## src/design/tlnsf_pkg.sv

```systemverilog
// Package with the shared constants, types and codes of the line number squeeze filter.
`timescale 1ns / 1ps

package tlnsf_pkg;

   localparam int COUNT_DIGITS = 10;
   localparam int MIN_WIDTH    = 6;

   localparam int DIGIT_IDX_W = $clog2(COUNT_DIGITS);
   localparam int MAX_LEN     = (COUNT_DIGITS > MIN_WIDTH) ? COUNT_DIGITS : MIN_WIDTH;
   localparam int POS_W       = $clog2(MAX_LEN + 2);

   localparam int PADDR_W  = 3;
   localparam int PDATA_W  = 32;

   localparam logic [7:0] NEWLINE_BYTE = 8'd10;
   localparam logic [7:0] TAB_BYTE     = 8'd9;
   localparam logic [7:0] SPACE_BYTE   = 8'd32;
   localparam logic [7:0] ZERO_CHAR    = 8'd48;

   localparam logic [0:0] REG_NUMBER_MODE = 1'b0;
   localparam logic [0:0] REG_SQUEEZE_EN  = 1'b1;

   typedef logic [3:0] digit_type;
   typedef digit_type [COUNT_DIGITS-1:0] digits_type;

   typedef struct packed {
      logic [1:0] number_mode;
      logic       squeeze_en;
   } cfg_type;

   typedef struct packed {
      logic             keep;
      logic             numbered;
      logic [7:0]       in_byte;
      logic [POS_W-1:0] len;
      logic [POS_W-1:0] pad;
      digits_type       digits;
   } item_type;

endpackage

```

## src/design/tlnsf_csr.sv

```systemverilog
// Configuration register block with an APB-style write and read port.
`timescale 1ns / 1ps

module tlnsf_csr (
   input  logic                            clock,
   input  logic                            reset,
   input  logic                            psel,
   input  logic                            penable,
   input  logic                            pwrite,
   input  logic [tlnsf_pkg::PADDR_W-1:0]   paddr,
   input  logic [tlnsf_pkg::PDATA_W-1:0]   pwdata,
   output logic [tlnsf_pkg::PDATA_W-1:0]   prdata,
   output logic                            pready,
   output tlnsf_pkg::cfg_type              cfg
);
   import tlnsf_pkg::*;

   logic [1:0] number_mode_ff;
   logic [1:0] number_mode_in;
   logic       squeeze_en_ff;
   logic       squeeze_en_in;
   logic [0:0] reg_index;
   logic       wr_en;

   assign pready    = 1'b1;
   assign reg_index = paddr[2:2];
   assign wr_en     = psel && penable && pwrite;

   always_comb begin
      number_mode_in = number_mode_ff;
      squeeze_en_in  = squeeze_en_ff;
      prdata         = '0;
      unique case (reg_index)
         REG_NUMBER_MODE: begin
            prdata = {{(PDATA_W-2){1'b0}}, number_mode_ff};
            if (wr_en) begin
               number_mode_in = pwdata[1:0];
            end
         end
         REG_SQUEEZE_EN: begin
            prdata = {{(PDATA_W-1){1'b0}}, squeeze_en_ff};
            if (wr_en) begin
               squeeze_en_in = pwdata[0];
            end
         end
         default: begin
            prdata = '0;
         end
      endcase
   end

   always_ff @(posedge clock) begin
      if (reset) begin
         number_mode_ff <= 2'd0;
         squeeze_en_ff  <= 1'b0;
      end else begin
         number_mode_ff <= number_mode_in;
         squeeze_en_ff  <= squeeze_en_in;
      end
   end

   assign cfg.number_mode = number_mode_ff;
   assign cfg.squeeze_en  = squeeze_en_ff;

endmodule

```

## src/design/tlnsf_line_state.sv

```systemverilog
// Line state: BCD line counter, line start and blank line flags, and per-byte decisions.
`timescale 1ns / 1ps

module tlnsf_line_state (
   input  logic                clock,
   input  logic                reset,
   input  tlnsf_pkg::cfg_type  cfg,
   input  logic                accept,
   input  logic [7:0]          in_byte,
   output tlnsf_pkg::item_type item
);
   import tlnsf_pkg::*;

   digits_type           digits_ff;
   digits_type           digits_in;
   logic                 at_line_start_ff;
   logic                 at_line_start_in;
   logic                 prev_blank_ff;
   logic                 prev_blank_in;
   logic                 is_nl;
   logic                 empty_line;
   logic                 number_it;
   logic                 numbered;
   logic                 drop;
   logic                 carry;
   logic [DIGIT_IDX_W-1:0] top;
   logic [POS_W-1:0]     sig_len;
   logic [POS_W-1:0]     len;

   assign is_nl      = (in_byte == NEWLINE_BYTE);
   assign empty_line = at_line_start_ff && is_nl;
   assign number_it  = cfg.number_mode[1] ? !is_nl : cfg.number_mode[0];
   assign numbered   = at_line_start_ff && number_it;
   assign drop       = cfg.squeeze_en && empty_line && prev_blank_ff;

   always_comb begin
      top = '0;
      for (int i = 1; i < COUNT_DIGITS; i++) begin
         if (digits_ff[i] != 4'd0) begin
            top = DIGIT_IDX_W'(i);
         end
      end
      sig_len = POS_W'(top) + POS_W'(1);
      len     = (sig_len > POS_W'(MIN_WIDTH)) ? sig_len : POS_W'(MIN_WIDTH);
   end

   always_comb begin
      carry = 1'b1;
      for (int i = 0; i < COUNT_DIGITS; i++) begin
         digits_in[i] = digits_ff[i];
         if (carry) begin
            if (digits_ff[i] >= 4'd9) begin
               digits_in[i] = 4'd0;
            end else begin
               digits_in[i] = digits_ff[i] + 4'd1;
               carry        = 1'b0;
            end
         end
      end
   end

   assign at_line_start_in = is_nl;
   assign prev_blank_in    = empty_line;

   always_ff @(posedge clock) begin
      if (reset) begin
         for (int i = 0; i < COUNT_DIGITS; i++) begin
            digits_ff[i] <= (i == 0) ? 4'd1 : 4'd0;
         end
         at_line_start_ff <= 1'b1;
         prev_blank_ff    <= 1'b0;
      end else if (accept && !drop) begin
         if (numbered) begin
            digits_ff <= digits_in;
         end
         at_line_start_ff <= at_line_start_in;
         prev_blank_ff    <= prev_blank_in;
      end
   end

   assign item.keep     = !drop;
   assign item.numbered = numbered;
   assign item.in_byte  = in_byte;
   assign item.len      = len;
   assign item.pad      = len - sig_len;
   assign item.digits   = digits_ff;

endmodule

```

## src/design/tlnsf_emit.sv

```systemverilog
// Emitter: holds one accepted byte and sends its padding, digits, tab and byte to the output register.
`timescale 1ns / 1ps

module tlnsf_emit (
   input  logic                clock,
   input  logic                reset,
   input  logic                req_valid,
   output logic                req_stall,
   input  tlnsf_pkg::item_type item,
   output logic                accept,
   output logic                rsp_valid,
   input  logic                rsp_stall,
   output logic [7:0]          rsp_out_byte,
   output logic                rsp_last
);
   import tlnsf_pkg::*;

   logic             item_valid_ff;
   logic             item_valid_in;
   item_type         item_ff;
   item_type         item_in;
   logic [POS_W-1:0] pos_ff;
   logic [POS_W-1:0] pos_in;
   logic             rsp_valid_ff;
   logic             rsp_valid_in;
   logic [7:0]       out_byte_ff;
   logic [7:0]       out_byte_in;
   logic             last_ff;
   logic             last_in;
   logic             out_free;
   logic             final_char;
   logic             advance;
   logic             item_done;
   logic [POS_W-1:0] digit_idx;
   digit_type        digit;
   logic [7:0]       char;

   assign out_free   = !rsp_valid_ff || !rsp_stall;
   assign final_char = !item_ff.numbered || (pos_ff == item_ff.len + POS_W'(1));
   assign advance    = item_valid_ff && out_free;
   assign item_done  = advance && final_char;
   assign req_stall  = item_valid_ff && !item_done;
   assign accept     = req_valid && !req_stall;

   always_comb begin
      digit_idx = item_ff.len - POS_W'(1) - pos_ff;
      digit     = 4'd0;
      for (int i = 0; i < COUNT_DIGITS; i++) begin
         if (digit_idx == POS_W'(i)) begin
            digit = item_ff.digits[i];
         end
      end
      if (!item_ff.numbered || pos_ff > item_ff.len) begin
         char = item_ff.in_byte;
      end else if (pos_ff == item_ff.len) begin
         char = TAB_BYTE;
      end else if (pos_ff < item_ff.pad) begin
         char = SPACE_BYTE;
      end else begin
         char = ZERO_CHAR + {4'd0, digit};
      end
   end

   always_comb begin
      item_valid_in = item_valid_ff;
      item_in       = item_ff;
      pos_in        = pos_ff;
      if (!item_valid_ff || item_done) begin
         item_valid_in = accept && item.keep;
         item_in       = item;
         pos_in        = '0;
      end else if (advance) begin
         pos_in = pos_ff + POS_W'(1);
      end

      rsp_valid_in = rsp_valid_ff;
      out_byte_in  = out_byte_ff;
      last_in      = last_ff;
      if (advance) begin
         rsp_valid_in = 1'b1;
         out_byte_in  = char;
         last_in      = final_char;
      end else if (!rsp_stall) begin
         rsp_valid_in = 1'b0;
      end
   end

   always_ff @(posedge clock) begin
      if (reset) begin
         item_valid_ff <= 1'b0;
         rsp_valid_ff  <= 1'b0;
         pos_ff        <= '0;
      end else begin
         item_valid_ff <= item_valid_in;
         rsp_valid_ff  <= rsp_valid_in;
         pos_ff        <= pos_in;
      end
   end

   always_ff @(posedge clock) begin
      item_ff     <= item_in;
      out_byte_ff <= out_byte_in;
      last_ff     <= last_in;
   end

   assign rsp_valid    = rsp_valid_ff;
   assign rsp_out_byte = out_byte_ff;
   assign rsp_last     = last_ff;

endmodule

```

## src/design/text_line_number_squeeze_filter.sv

```systemverilog
// The first transfer of an input byte passes the emitter's item register, then its output
// register. A byte that starts no numbered line is sent as itself; one that starts a numbered
// line is sent as its number, space-padded to max(6, significant digits) characters, a tab and
// the byte, one character a cycle while the output is not stalled; the next byte is taken as
// its last character is sent. A squeezed blank line causes no transfer. Reset is synchronous
// and active high: control registers go to zero, the line counter to one; the block starts at a line start.
`timescale 1ns / 1ps

module text_line_number_squeeze_filter (
   input  logic                            clock,
   input  logic                            reset,
   input  logic                            psel,
   input  logic                            penable,
   input  logic                            pwrite,
   input  logic [tlnsf_pkg::PADDR_W-1:0]   paddr,
   input  logic [tlnsf_pkg::PDATA_W-1:0]   pwdata,
   output logic [tlnsf_pkg::PDATA_W-1:0]   prdata,
   output logic                            pready,
   input  logic                            req_valid,
   output logic                            req_stall,
   input  logic [7:0]                      req_in_byte,
   output logic                            rsp_valid,
   input  logic                            rsp_stall,
   output logic [7:0]                      rsp_out_byte,
   output logic                            rsp_last
);
   import tlnsf_pkg::*;

   cfg_type  cfg;
   item_type item;
   logic     accept;

   tlnsf_csr u_csr (
      .clock   (clock),
      .reset   (reset),
      .psel    (psel),
      .penable (penable),
      .pwrite  (pwrite),
      .paddr   (paddr),
      .pwdata  (pwdata),
      .prdata  (prdata),
      .pready  (pready),
      .cfg     (cfg)
   );

   tlnsf_line_state u_line_state (
      .clock   (clock),
      .reset   (reset),
      .cfg     (cfg),
      .accept  (accept),
      .in_byte (req_in_byte),
      .item    (item)
   );

   tlnsf_emit u_emit (
      .clock        (clock),
      .reset        (reset),
      .req_valid    (req_valid),
      .req_stall    (req_stall),
      .item         (item),
      .accept       (accept),
      .rsp_valid    (rsp_valid),
      .rsp_stall    (rsp_stall),
      .rsp_out_byte (rsp_out_byte),
      .rsp_last     (rsp_last)
   );

endmodule

```

## config.mk

```make
export PLATFORM = sky130hd
export DESIGN_NAME = text_line_number_squeeze_filter
export DESIGN_NICKNAME = d
export VERILOG_FILES = /design/src/design/tlnsf_pkg.sv /design/src/design/tlnsf_csr.sv /design/src/design/tlnsf_line_state.sv /design/src/design/tlnsf_emit.sv /design/src/design/text_line_number_squeeze_filter.sv
export SDC_FILE = /design/constraint.sdc
export NUM_CORES = 1
export LEC_CHECK = 0
export BUFFER_PORTS_ARGS = -buffer_cell sky130_fd_sc_hd__buf_4
export CAP_MARGIN = 20
export CORE_MARGIN = 10
export CORE_UTILIZATION = 50
export CTS_CLUSTER_DIAMETER = 50
export DETAILED_ROUTE_END_ITERATION = 6
export GPL_TIMING_DRIVEN = 1
export MAX_ROUTING_LAYER = met4
export PLACE_DENSITY = 0.7
export SLEW_MARGIN = 15
export SYNTH_ARGS = -nofsm -noshare
export SYNTH_HDL_FRONTEND = slang
export SYNTH_SLANG_ARGS = --single-unit
```

## constraint.sdc

```tcl
create_clock -name clock -period 4.6 [get_ports clock]
set_clock_uncertainty 0.05 [all_clocks]
set_input_delay 0.69 -clock clock [delete_from_list [all_inputs] [get_ports clock]]
set_output_delay 0.69 -clock clock [all_outputs]
set_load 0.01 [all_outputs]
```

**After elaboration in Yosys (flattened, before gate mapping)**

Index checks and enable logic that the tools add are counted.

- Add/sub/neg operators: 17
- Multiply operators: 0
- Divide/modulo/power cells: 0
- Magnitude comparators: 13
- Equal/unequal tests: 13
- Shift-type cells: 0
- Mux-type cells: 54
- Bitwise gates (word level): 1
- Reductions and logical operators: 46

Operator list:

| cell | count |
|---|---|
| 4-bit two-way mux | 23 |
| 32-bit case mux with 2 select lines | 1 |
| 4-bit by 1-bit adder with 4-bit output (second input constant) | 13 |
| 4-bit greater-or-equal comparator (second input constant) | 10 |
| 4-bit nonzero test | 9 |
| 3-bit AND reduction | 9 |
| 8-bit two-way mux | 3 |
| 1-bit two-way mux | 21 |
| 4-bit by 3-bit == test with 1-bit output (second input constant) | 4 |
| 3-bit two-way mux | 4 |
| 1-bit logical AND | 11 |
| 4-bit by 2-bit == test with 1-bit output (second input constant) | 2 |
| 4-bit == test | 2 |
| 4-bit == test (second input constant) | 2 |
| 8-bit by 4-bit == test with 1-bit output (second input constant) | 1 |
| 1-bit zero test | 8 |
| 4-bit subtractor | 2 |
| 6-bit by 4-bit adder with 7-bit output (first input constant) | 1 |
| 2-bit AND reduction | 3 |
| 4-bit by 1-bit == test with 1-bit output (second input constant) | 1 |
| 4-bit by 3-bit > comparator with 1-bit output (second input constant) | 1 |
| 4-bit > comparator | 1 |
| 4-bit zero test | 1 |
| 1-bit logical OR | 4 |
| other kinds (6) | 7 |

- Flip-flop bits (word level): 117
- Latch bits: 0
- Memory bits (writable): 0
- Bits in read-only memories: 0
- Bits of input ports: 50
- Output and inout port bits: 44
- Logic and storage cells: 177
- Memories: 0

**Logic depth before layout (Yosys ltp)**

Gate-level depths: netlist of the first run.

- Depth after elaboration: 17
- Gate-level depth with buffers: 15

**Modules after synthesis**

From an unflattened synthesis of the first run, not the netlist that was laid out.

- Cell total of the unflattened synthesis: 583
- Area total of the unflattened synthesis: 6487.5 µm²

By module, submodules not included:

| module | instances | cells an instance | area each (µm²) | sequential area each (µm²) |
|---|---|---|---|---|
| tlnsf_emit | 1 | 188 | 3093.0 | 2102.0 |
| tlnsf_line_state | 1 | 346 | 2985.4 | 840.8 |
| tlnsf_csr | 1 | 49 | 409.1 | 60.1 |

**Least setup slack after synthesis of the first run**

Ideal clock, no wire load.

- Path kind: reg2reg
- Start: reg u_emit.pos_ff[0]
- End: reg u_line_state.digits_ff (netlist bit u_line_state.item[2])
- Arrival: 3.918 ns
- Path slack: 0.500 ns
- Cell stages (with the launch flop): 11
- Buffers on the path: 2
- Cells stage by stage: dfxtp_1 inv_1 ha_1 clkbuf_1 inv_1 nand3_1 o311ai_4 clkbuf_1 nand3_1 o21ai_0 a21oi_1

- Word-level cells in the longest chain between the ends: 9

Ends and longest elaborated chain:

| element | RTL line | text |
|---|---|---|
| start, declared | tlnsf_emit.sv:22 | `logic [POS_W-1:0] pos_ff;` |
| start signal, assigned | tlnsf_emit.sv:96 | `pos_ff <= pos_in;` |
| 4-bit == test | tlnsf_emit.sv:39 | `assign final_char = !item_ff.numbered \|\| (pos_ff == item_ff.len + POS_W'(1));` |
| 1-bit logical OR | tlnsf_emit.sv:39 |  |
| 1-bit logical AND | tlnsf_emit.sv:41 | `assign item_done = advance && final_char;` |
| 1-bit zero test | tlnsf_emit.sv:42 | `assign req_stall = item_valid_ff && !item_done;` |
| 1-bit logical AND | tlnsf_emit.sv:42 |  |
| 1-bit zero test | tlnsf_emit.sv:43 | `assign accept = req_valid && !req_stall;` |
| 1-bit logical AND | tlnsf_emit.sv:43 |  |
| 1-bit logical AND | tlnsf_line_state.sv:72 | `end else if (accept && !drop) begin` |
| 2-bit AND reduction (no line) | - |  |
| end signal, assigned by index | tlnsf_line_state.sv:68 | `digits_ff[i] <= (i == 0) ? 4'd1 : 4'd0;` |
| end signal, assigned | tlnsf_line_state.sv:74 | `digits_ff <= digits_in;` |
| end, declared | tlnsf_line_state.sv:14 | `digits_type digits_ff;` |

Every way passes these cells.
A chain may end at the register's enable or synchronous reset.

==> metrics.txt, run 1 <==
status=complete, no violations; Port Buf Inserts=30; most frequent cells in the layout=edfxtp_1, dfxtp_1, ha_1; worst hold path endpoint=u_emit.item_ff[48]$_DFFE_PN_; Clock Sinks=117; Highest Clock Rate=264 MHz; vias in the first global route=between 4000 and 5000; Placer Congestion=around 0.87; Diodes inserted=0; part of the Yosys area used for sequential elements=between 40 and 50%; TritonCTS clock tree=done; cell area after layout=between 6000 and 7000 um2; Largest stage delay, worst path=~0.51 ns; Worst-Skew Late Latency=around 0.41 ns; Final Slew Violations=0; WL per Instance=approximately 17 um; Placed Area=6460 um2; flop2flop setup slack=roughly 0.81 ns; Yosys reg bits=117; fin crit share=~82%; Yosys Warn Count=0; unrepaired setup endpoints after global routing=false; layout cells sized above 1=14.1%; Initial Util=about half; largest net degree at the start of global routing=50; R2R Path End=u_emit.item_ff[42]$_DFFE_PN_; synthesized cell area=slightly above 6000 um2; kind of critical path=reg -> reg; crit start category=flip-flop; core area=12100 um2; Layout Utilization=between 50% and 60%; initial antenna violation count=0; Setup crit end kind=flip-flop; Critical Path RT=about 4.7 ns; CP most frequent cell=ha_1; Fillers=1000; share of flip-flops with an asynchronous set or reset=0%; cts hold-fix bufs=0; Yosys cell types=60; routed vias/inst=between 5 and 6; via count=around 4300; worst-margin pin slew=~0.98 ns; HP Start=req_in_byte[0]; setup TNS=0 ns; clk root buf=clkbuf_16; Final setup viols=0; number of gates resized after CTS=0; post-DP HPWL=between 9000 and 10000 um; Clock Tree Buf Depth=2; Leakage=2.85 nW; IO Pins=94; Remaining Overflow, GRT=0; worst-path fanout max=6; worst-case reg-to-reg path depth=15; Routed Wire Length=approximately 13000 um; die area=17200 um2; Post-CTS Setup Inserts=0; R2R Path Start=u_line_state.item[8]$_SDFFE_PP0P_; # DRC=0; Die X=roughly 130 um; first-pass GRT wire length=21300 um; Slew HR=between 30% and 40%; Overall Global Routing Usage=between 15 and 20%; Clock transition at path regs=approximately 0.05 ns; maxcap violations=0; PwrDens=roughly 350 nW/um2; chip height=131 um; Hold Path Depth=1; H-Tree Level Count=4; Initial DRC Count=about 360; crit-path cells=inv_1 -> ha_1 -> nor3b_1 -> a21boi_0 -> o31ai_1 -> a21boi_0 -> o21ai_0 -> ha_1 -> xor2_1 -> o31ai_1 -> or2_2 -> ha_1 -> nor2_1 -> mux2_2 -> a22oi_1; Fin. Hold Viols=0; worst vdd ir=between 0.2 and 0.3 mV; ANT nets after route=0; # rows=40; Main synth FF type=edfxtp_1; most common cell after layout, fill and taps aside=edfxtp_1; crit path DAT=just under 4 ns; total CTS buffers=17; Mean Syn Cell Area=10.8 um2; EDFF count, synth=between 60 and 70; type of the most critical hold path=in -> reg; CP max stage cell=o21ai_0; number of nets in the layout=703; Tmin final=roughly 3.8 ns; drt first pass iters=5; Area Growth Syn to Fin=12.9%; Mapped Cells=roughly 570
cells by family after synthesis:
logic type,count (synthesis),synth area share (%)
compound gates,104,11.6
xor+xnor,14,2.20
buf+inv,90,7.37
fa+ha+maj,47,9.61
mux,24,5.17
simple gates,174,15.5
flops,117,48.5
other cells,2,0.121
worst max-delay path by stage:
stage	start	end	slack, ns	depth (start not counted)
2_1_floorplan	u_emit.pos_ff[0]$_SDFFE_PP0P_	u_line_state.item[2]$_SDFFE_PP0P_	0.50	10
3_3_place_gp	u_line_state.item[8]$_SDFFE_PP0P_	u_emit.item_ff[42]$_DFFE_PN_	0.84	15
3_5_place_dp	u_line_state.item[12]$_SDFFE_PP0P_	u_emit.item_ff[42]$_DFFE_PN_	0.80	15
4_1_cts	u_line_state.item[12]$_SDFFE_PP0P_	u_emit.item_ff[42]$_DFFE_PN_	0.78	15
5_1_grt	u_line_state.item[8]$_SDFFE_PP0P_	u_emit.item_ff[42]$_DFFE_PN_	0.48	15
6_report	u_line_state.item[8]$_SDFFE_PP0P_	u_emit.item_ff[42]$_DFFE_PN_	0.81	15
synthesized netlist by cell type (3+ instances only):
| cell | count | area [um2] |
|---|---|---|
| a211oi_1 | 5 | 37.5 |
| a21boi_0 | 5 | 37.5 |
| a21o_1 | 4 | 30.0 |
| a21oi_1 | 25 | 125 |
| a41oi_1 | 6 | 52.6 |
| and2_1 | 5 | 31.3 |
| buf_4 | 31 | 233 |
| clkbuf_1 | 13 | 48.8 |
| dfxtp_1 | 51 | 1020 |
| edfxtp_1 | 66 | 1980 |
| ha_1 | 46 | 576 |
| inv_1 | 41 | 154 |
| mux2_2 | 4 | 45.0 |
| mux2i_1 | 14 | 140 |
| mux4_2 | 6 | 135 |
| nand2_1 | 31 | 116 |
| nand2b_1 | 5 | 31.3 |
| nand3_1 | 23 | 115 |
| nand4_1 | 11 | 68.8 |
| nand4b_1 | 7 | 61.3 |
| nor2_1 | 36 | 135 |
| nor2b_1 | 4 | 25.0 |
| nor3_1 | 18 | 90.1 |
| nor3b_1 | 4 | 30.0 |
| nor4_1 | 4 | 25.0 |
| o21a_1 | 10 | 75.1 |
| o21ai_0 | 21 | 105 |
| o311ai_0 | 3 | 26.3 |
| o31ai_1 | 9 | 67.6 |
| or2_2 | 3 | 18.8 |
| or3_1 | 4 | 25.0 |
| or3b_2 | 6 | 52.6 |
| or4_1 | 5 | 37.5 |
| xnor2_1 | 7 | 61.3 |
| xor2_1 | 6 | 52.6 |
worst max-delay path, delay by kind of cell, from the launching register on:
| kind | cells | cell delay (ns) |
|---|---|---|
| AO/OA/AOI/OAI | 6 | 1.29 |
| adder cells (fa/ha/maj) | 3 | 0.63 |
| AND/OR/NAND/NOR | 3 | 0.63 |
| flip-flops | 1 | 0.35 |
| XOR/XNOR | 1 | 0.35 |
| multiplexers | 1 | 0.14 |
| buffers and inverters | 1 | 0.09 |
report_power, final:
part / total, mW / internal (mW) / leakage [nW] / switching, mW
Clock: 1.18 / 0.727 / 0.257 / 0.450
Combinational: 0.103 / 0.0394 / 1.44 / 0.0639
Sequential: 1.14 / 1.13 / 1.15 / 0.0104
Total: 2.42 / 1.89 / 2.85 / 0.524
area by class of cell:
| type | count | area, um2 | area share (%) |
|---|---|---|---|
| Timing Repair Buffer | 34 | 255 | 3.65 |
| Clock inverter | 12 | 91.3 | 1.31 |
| Clock buffer | 19 | 433 | 6.19 |
| Sequential cell | 117 | 3000 | 42.9 |
| Multi-Input combinational cell | 394 | 2850 | 40.7 |
| Inverter | 42 | 158 | 2.25 |
| Tap cell | 168 | 210 | 3.00 |
registers in the layout, summed over array words and instances (netlist names):
name and flops:
u_emit.rsp_valid 1, u_emit.pos_ff 4, u_line_state.item 40, u_line_state.at_line_start_ff 1, u_emit.item_valid_ff 1, u_csr.number_mode_ff 2
u_emit.rsp_out_byte 8, u_emit.rsp_last 1, u_csr.squeeze_en_ff 1, u_emit.item_ff 57, u_line_state.prev_blank_ff 1
metal layers:
metal,vias up,part of all wire (%),global-route usage [%],routed length [um]
met2,117,50,25.3,6560
met4,0,1.7,7.54,223
li1,2102,-,-,-
met3,15,4.6,4.12,599
met1,2099,44,17.9,5730
met5,-,0,-,0
stage by stage:
step	worst slack [ns]	hold WS, ns	total power, mW	std cells
global placement	0.844	0.391	1.26	754
finish	0.812	0.415	2.42	786
floorplan	0.500	0.382	1.24	601
global route	0.481	0.394	2.50	786
CTS	0.778	0.396	2.44	785
detailed placement	0.799	0.398	1.26	754
No activity file was read; power rests on OpenSTA's default activity.
==> run 2, diff against run 1 <==
- clock period: 4.6 -> 3.84 ns (I/O delays scaled with it)
==> run 2 against run 1 <==
Compared with the run above: combinational power up 23%; critical path depth unchanged; clock power rose by 25%; maximum frequency is 5.9% higher; first-iteration DRC count grew 4.4%; total power up 23%; core utilization grew 0.61 points; register-to-register slack got worse by 0.55 ns; wire length grew 0.81%; largest power group unchanged; non-clock buffer count up 4; cell count rose by 0.64%.
==> metrics.txt, run 2 (synthesized netlist as in run 1, its figures left out) <==
ANT nets after route=0 (unchanged); Switching Share=21.3% (was 21.7%); Place WS=0.264 ns (was 0.799 ns); Highest Clock Rate=280 MHz (was 264 MHz); worst vdd ir=0.314 mV (was 0.258 mV); TritonCTS clock tree=done (unchanged); power share of the sequential group=45.8% (was 47.1%); Comb pwr share=4.3% (about the same); Overall Global Routing Usage=15.6% (was 15.7%); Worst-Skew Late Latency=0.41 ns (about the same); IO Pins=94 (unchanged); die area=17200 um2 (unchanged); # DRC=0 (unchanged); status=complete, no violations (unchanged); crit start category=flip-flop (unchanged); Initial Util=51.4% (unchanged); largest net degree at the start of global routing=72 (was 50); unrepaired setup endpoints after global routing=false (unchanged); fin crit share=93.1% (was 82.4%); fin worst setup slack=0.263 ns (was 0.812 ns); Non-Filler Instances=791 (was 786); most frequent cells in the layout=edfxtp_1, dfxtp_1, ha_1 (unchanged); first-pass GRT wire length=21700 um (was 21300 um); Diodes inserted=0 (unchanged); number of gates resized after CTS=0 (unchanged); DP Cell Count=758 (was 754); Port Buf Inserts=30 (unchanged); crit path DAT=3.77 ns (was 3.90 ns); H-Tree Level Count=4 (unchanged); routed vias/inst=5.47 (was 5.51); Final Slew Violations=0 (unchanged); # rows=40 (unchanged); drt first pass iters=4 (was 5); Fillers=987 (was 1000); WL per Instance=16.7 um (about the same); Slew HR=39.5% (was 34.2%); Clock transition at path regs=0.05 ns (about the same); maxcap violations=0 (unchanged); Leakage=2.89 nW (was 2.85 nW); worst-path fanout max=6 (unchanged); core area=12100 um2 (unchanged); layout cells sized above 1=14.6% (was 14.1%); Initial DRC Count=377 (was 361); Critical Path RT=4.03 ns (was 4.71 ns); area of the multi-input gates=2850 um2 (unchanged); max reg flops=57 (unchanged); post-DP HPWL=9330 um (was 9480 um); via count=4328 (was 4333); worst-margin pin slew=0.900 ns (was 0.979 ns); Clock Sinks=117 (unchanged); Die X=131 um (unchanged); clk root buf=clkbuf_16 (unchanged); Placed Area=6510 um2 (was 6460 um2); power share of the clock group=49.9% (was 48.7%); Fin. Hold Viols=0 (unchanged); P_sw=0.634 mW (was 0.524 mW); Area Growth Syn to Fin=14.1% (was 12.9%); Tmin final=3.58 ns (was 3.79 ns); kind of critical path=reg -> reg (unchanged); Register Area=3000 um2 (unchanged); setup TNS=0 ns (unchanged); number of nets in the layout=707 (was 703); initial antenna violation count=0 (unchanged); cell area after layout=7070 um2 (was 7000 um2); Most flops, register=u_emit.item_ff (unchanged); Post-CTS Setup Inserts=0 (unchanged); vias in the first global route=4270 (was 4209); Clock Tree Buf Depth=2 (unchanged); Internal Pwr Total=2.34 mW (was 1.89 mW); chip height=131 um (unchanged); type of the most critical hold path=in -> reg (unchanged); Setup crit end kind=flip-flop (unchanged); most common cell after layout, fill and taps aside=edfxtp_1 (unchanged); Placer Congestion=0.866 (was 0.872); cts hold-fix bufs=0 (unchanged); Final setup viols=0 (unchanged); PwrDens=421 nW/um2 (was 346 nW/um2); Routed Wire Length=13200 um (was 13100 um); total CTS buffers=17 (unchanged); Remaining Overflow, GRT=0 (unchanged)
-- run 2: layer usage --
metal	track usage (%)	wire, um
met5	-	0
met4	5.38	231
met3	4.80	690
met2	25.4	6590
met1	17.9	5700
-- run 2: final timing paths --
kind	startpoint	endpoint	slack [ns]	cells past startpoint
setup reg to reg	u_line_state.item[4]$_SDFFE_PP0P_	u_emit.item_ff[42]$_DFFE_PN_	0.26	15
setup / recovery	u_line_state.item[4]$_SDFFE_PP0P_	u_emit.item_ff[42]$_DFFE_PN_	0.26	15
hold reg to reg	u_line_state.prev_blank_ff$_SDFFE_PP0P_	u_line_state.prev_blank_ff$_SDFFE_PP0P_	0.41	2
hold / removal	req_in_byte[0]	u_emit.item_ff[48]$_DFFE_PN_	0.30	1
-- run 2: critical path, stage by stage (launching register included) --
cell and delay [ns]:
dfxtp_1 0.35, inv_1 0.10, ha_1 0.16, or3b_2 0.45
a21boi_0 0.23, o31ai_1 0.11, a21boi_0 0.18, o21ai_0 0.09
buf_4 0.16, ha_1 0.36, o31ai_1 0.35, or2_2 0.18
ha_1 0.16, nor2_1 0.04, mux2_2 0.26, a22oi_1 0.16
-- run 2: metrics by stage --
step | utilization [%] | hold slack (ns) | power (mW)
floorplan | - | 0.382 | 1.49
global placement | 54.0 | 0.389 | 1.51
detailed placement | 54.0 | 0.401 | 1.51
CTS | 58.6 | 0.290 | 2.99
global route | 58.6 | 0.292 | 3.07
finish | 58.6 | 0.305 | 2.98
-- run 2: layout make-up --
cell class                      count  share of cell area, %
Sequential cell                   117                   42.5
Clock buffer                       24                   6.83
Multi-Input combinational cell    394                   40.3
Timing Repair Buffer               38                   4.18
Tap cell                          168                   2.97
Clock inverter                      8                   1.06
Inverter                           42                   2.23
-- run 2: power groups by stage --
| stage | Clock (mW) | Sequential (mW) | Combinational (mW) |
|---|---|---|---|
| 6_report | 1.48 | 1.36 | 0.127 |
| 5_1_grt | 1.56 | 1.37 | 0.138 |
| 4_1_cts | 1.50 | 1.36 | 0.126 |
| 3_5_place_dp | 0 | 1.39 | 0.125 |
| 3_3_place_gp | 0 | 1.39 | 0.122 |
| 2_1_floorplan | 0 | 1.39 | 0.0981 |
==> run 3, diff against run 2 <==
- BUFFER_PORTS_ARGS: -buffer_cell sky130_fd_sc_hd__buf_4 -> -buffer_cell sky130_fd_sc_hd__buf_2
- CORE_UTILIZATION: 50 -> 54
- PLACE_DENSITY: 0.7 -> 0.75
==> run 3 against run 2 <==
Compared with the run above: cell area fell by 0.67%; clock power is 9% higher; combinational power fell by 6%; first-iteration DRC count rose by 22%; maximum frequency grew 3.0%; largest power group unchanged; total power increased by 4.1%; non-clock buffer count is 2 higher; die area decreased by 6.3%; clock-buffer cell count shrank 7.
==> metrics.txt, run 3 (synthesized netlist as in run 1, its figures left out) <==
Largest stage delay, worst path=0.45 ns (about the same); Most flops, register=u_emit.item_ff (unchanged); crit path DAT=3.67 ns (was 3.77 ns); Clock transition at path regs=0.06 ns (was 0.05 ns); number of nets in the layout=709 (was 707); Port Buf Inserts=30 (unchanged); Remaining Overflow, GRT=0 (unchanged); status=complete, no violations (unchanged); Placed Area=6400 um2 (was 6510 um2); Non-Filler Instances=768 (was 791); Clock Tree Buf Depth=2 (unchanged); Worst-Skew Late Latency=0.42 ns (was 0.41 ns); Overall Global Routing Usage=17.1% (was 15.6%); Initial DRC Count=459 (was 377); most common cell after layout, fill and taps aside=edfxtp_1 (unchanged); Placer Congestion=0.892 (was 0.866); Setup crit end kind=flip-flop (unchanged); unrepaired setup endpoints after global routing=false (unchanged); WL per Instance=17.3 um (was 16.7 um); total CTS buffers=17 (unchanged); Final Slew Violations=0 (unchanged); core area=11300 um2 (was 12100 um2); Routed Wire Length=13300 um (was 13200 um); Highest Clock Rate=288 MHz (was 280 MHz); Die X=127 um (was 131 um); Fin Hold WS=0.299 ns (was 0.305 ns); die area=16200 um2 (was 17200 um2); # DRC=0 (unchanged); Layout Utilization=62.0% (was 58.6%); ANT nets after route=0 (unchanged); # rows=39 (was 40); cell area after layout=7020 um2 (was 7070 um2); TritonCTS clock tree=done (unchanged); vias in the first global route=4355 (was 4270); first-pass GRT wire length=21600 um (was 21700 um); IO Pins=94 (unchanged); chip height=127 um (was 131 um); Area Growth Syn to Fin=13.3% (was 14.1%); CP most frequent cell=ha_1 (unchanged); PwrDens=441 nW/um2 (was 421 nW/um2); clk root buf=clkbuf_16 (unchanged); Initial Util=54.7% (was 51.4%); fin crit share=90.4% (was 93.1%); Critical Path RT=4.04 ns (was 4.03 ns); H-Tree Level Count=4 (unchanged); worst-path fanout max=6 (unchanged); worst vdd ir=0.607 mV (was 0.314 mV); post-DP HPWL=9410 um (was 9330 um); initial antenna violation count=0 (unchanged); drt first pass iters=5 (was 4); maxcap violations=0 (unchanged); layout cells sized above 1=16.0% (was 14.6%); Clock Sinks=117 (unchanged); routed vias/inst=5.74 (was 5.47); most frequent cells in the layout=edfxtp_1, dfxtp_1, ha_1 (unchanged); Total Power=3.10 mW (was 2.98 mW); Leakage=2.88 nW (was 2.89 nW); via count=4405 (was 4328); setup TNS=0 ns (unchanged); kind of critical path=reg -> reg (unchanged); DP Cell Count=735 (was 758); Tmin final=3.47 ns (was 3.58 ns); fin worst setup slack=0.368 ns (was 0.263 ns); largest net degree at the start of global routing=58 (was 72); Fin. Hold Viols=0 (unchanged); type of the most critical hold path=in -> reg (unchanged); max reg flops=57 (unchanged); worst-margin pin slew=1.04 ns (was 0.900 ns); Slew HR=29.8% (was 39.5%); crit start category=flip-flop (unchanged); crit-path cells=inv_1 -> ha_1 -> or3b_2 -> a21boi_0 -> o31ai_1 -> a21boi_0 -> o21ai_2 -> ha_1 -> o31ai_2 -> or2_2 -> ha_1 -> nor2_1 -> mux2_2 -> a22oi_1 (was inv_1 -> ha_1 -> or3b_2 -> a21boi_0 -> o31ai_1 -> a21boi_0 -> o21ai_0 -> buf_4 -> ha_1 -> o31ai_1 -> or2_2 -> ha_1 -> nor2_1 -> mux2_2 -> a22oi_1); Place WS=0.0935 ns (was 0.264 ns); CP max stage cell=or3b_2 (unchanged); Final setup viols=0 (unchanged); Diodes inserted=0 (unchanged)
-- run 3: area by class of cell --
cell class                 instances  area, um2
fill                             880       4300
sequential                       117       3000
multi-input combinational        394       2860
clock buffer                      17        425
timing repair buffer              40        225
tap                              143        179
clock inverter                    15        178
inverter                          42        158
-- run 3: where the power goes --
group          total (mW)  switching (mW)  internal (mW)
clock                1.61           0.595           1.02
sequential           1.36          0.0120           1.35
combinational       0.119          0.0784         0.0405
-- run 3: worst paths after layout --
kind                                            from                                       to  slack, ns  cells after the start
min reg2reg  u_line_state.prev_blank_ff$_SDFFE_PP0P_  u_line_state.prev_blank_ff$_SDFFE_PP0P_       0.41                      2
min                                   req_in_byte[7]             u_emit.item_ff[55]$_DFFE_PN_       0.30                      1
max                u_line_state.item[4]$_SDFFE_PP0P_             u_emit.item_ff[42]$_DFFE_PN_       0.37                     14
max reg2reg        u_line_state.item[4]$_SDFFE_PP0P_             u_emit.item_ff[42]$_DFFE_PN_       0.37                     14
-- run 3: worst max-delay path, delay by kind of cell, from the launching register on --
kind,cells,cell delay [ns]
multiplexers,1,0.26
AND/OR/NAND/NOR,3,0.65
AO/OA/AOI/OAI,6,1.18
adder cells (fa/ha/maj),3,0.71
buffers and inverters,1,0.10
flip-flops,1,0.36
-- run 3: repair_timing --
| item | 4_1_cts | 5_1_grt |
|---|---|---|
| endpoints found under the setup margin | 0 | 2 |
| gates resized for setup | 0 | 3 |
| setup buffers | 0 | 1 |
| hold buffers | 0 | 0 |
-- run 3: per-layer routing --
| metal | part of all wire (%) | vias to the layer above | global-route usage, % |
|---|---|---|---|
| met3 | 6.6 | 35 | 5.25 |
| met5 | 0 | - | - |
| met2 | 48 | 131 | 26.3 |
| met1 | 43 | 2122 | 20.0 |
| li1 | - | 2117 | - |
| met4 | 2.7 | 0 | 8.17 |
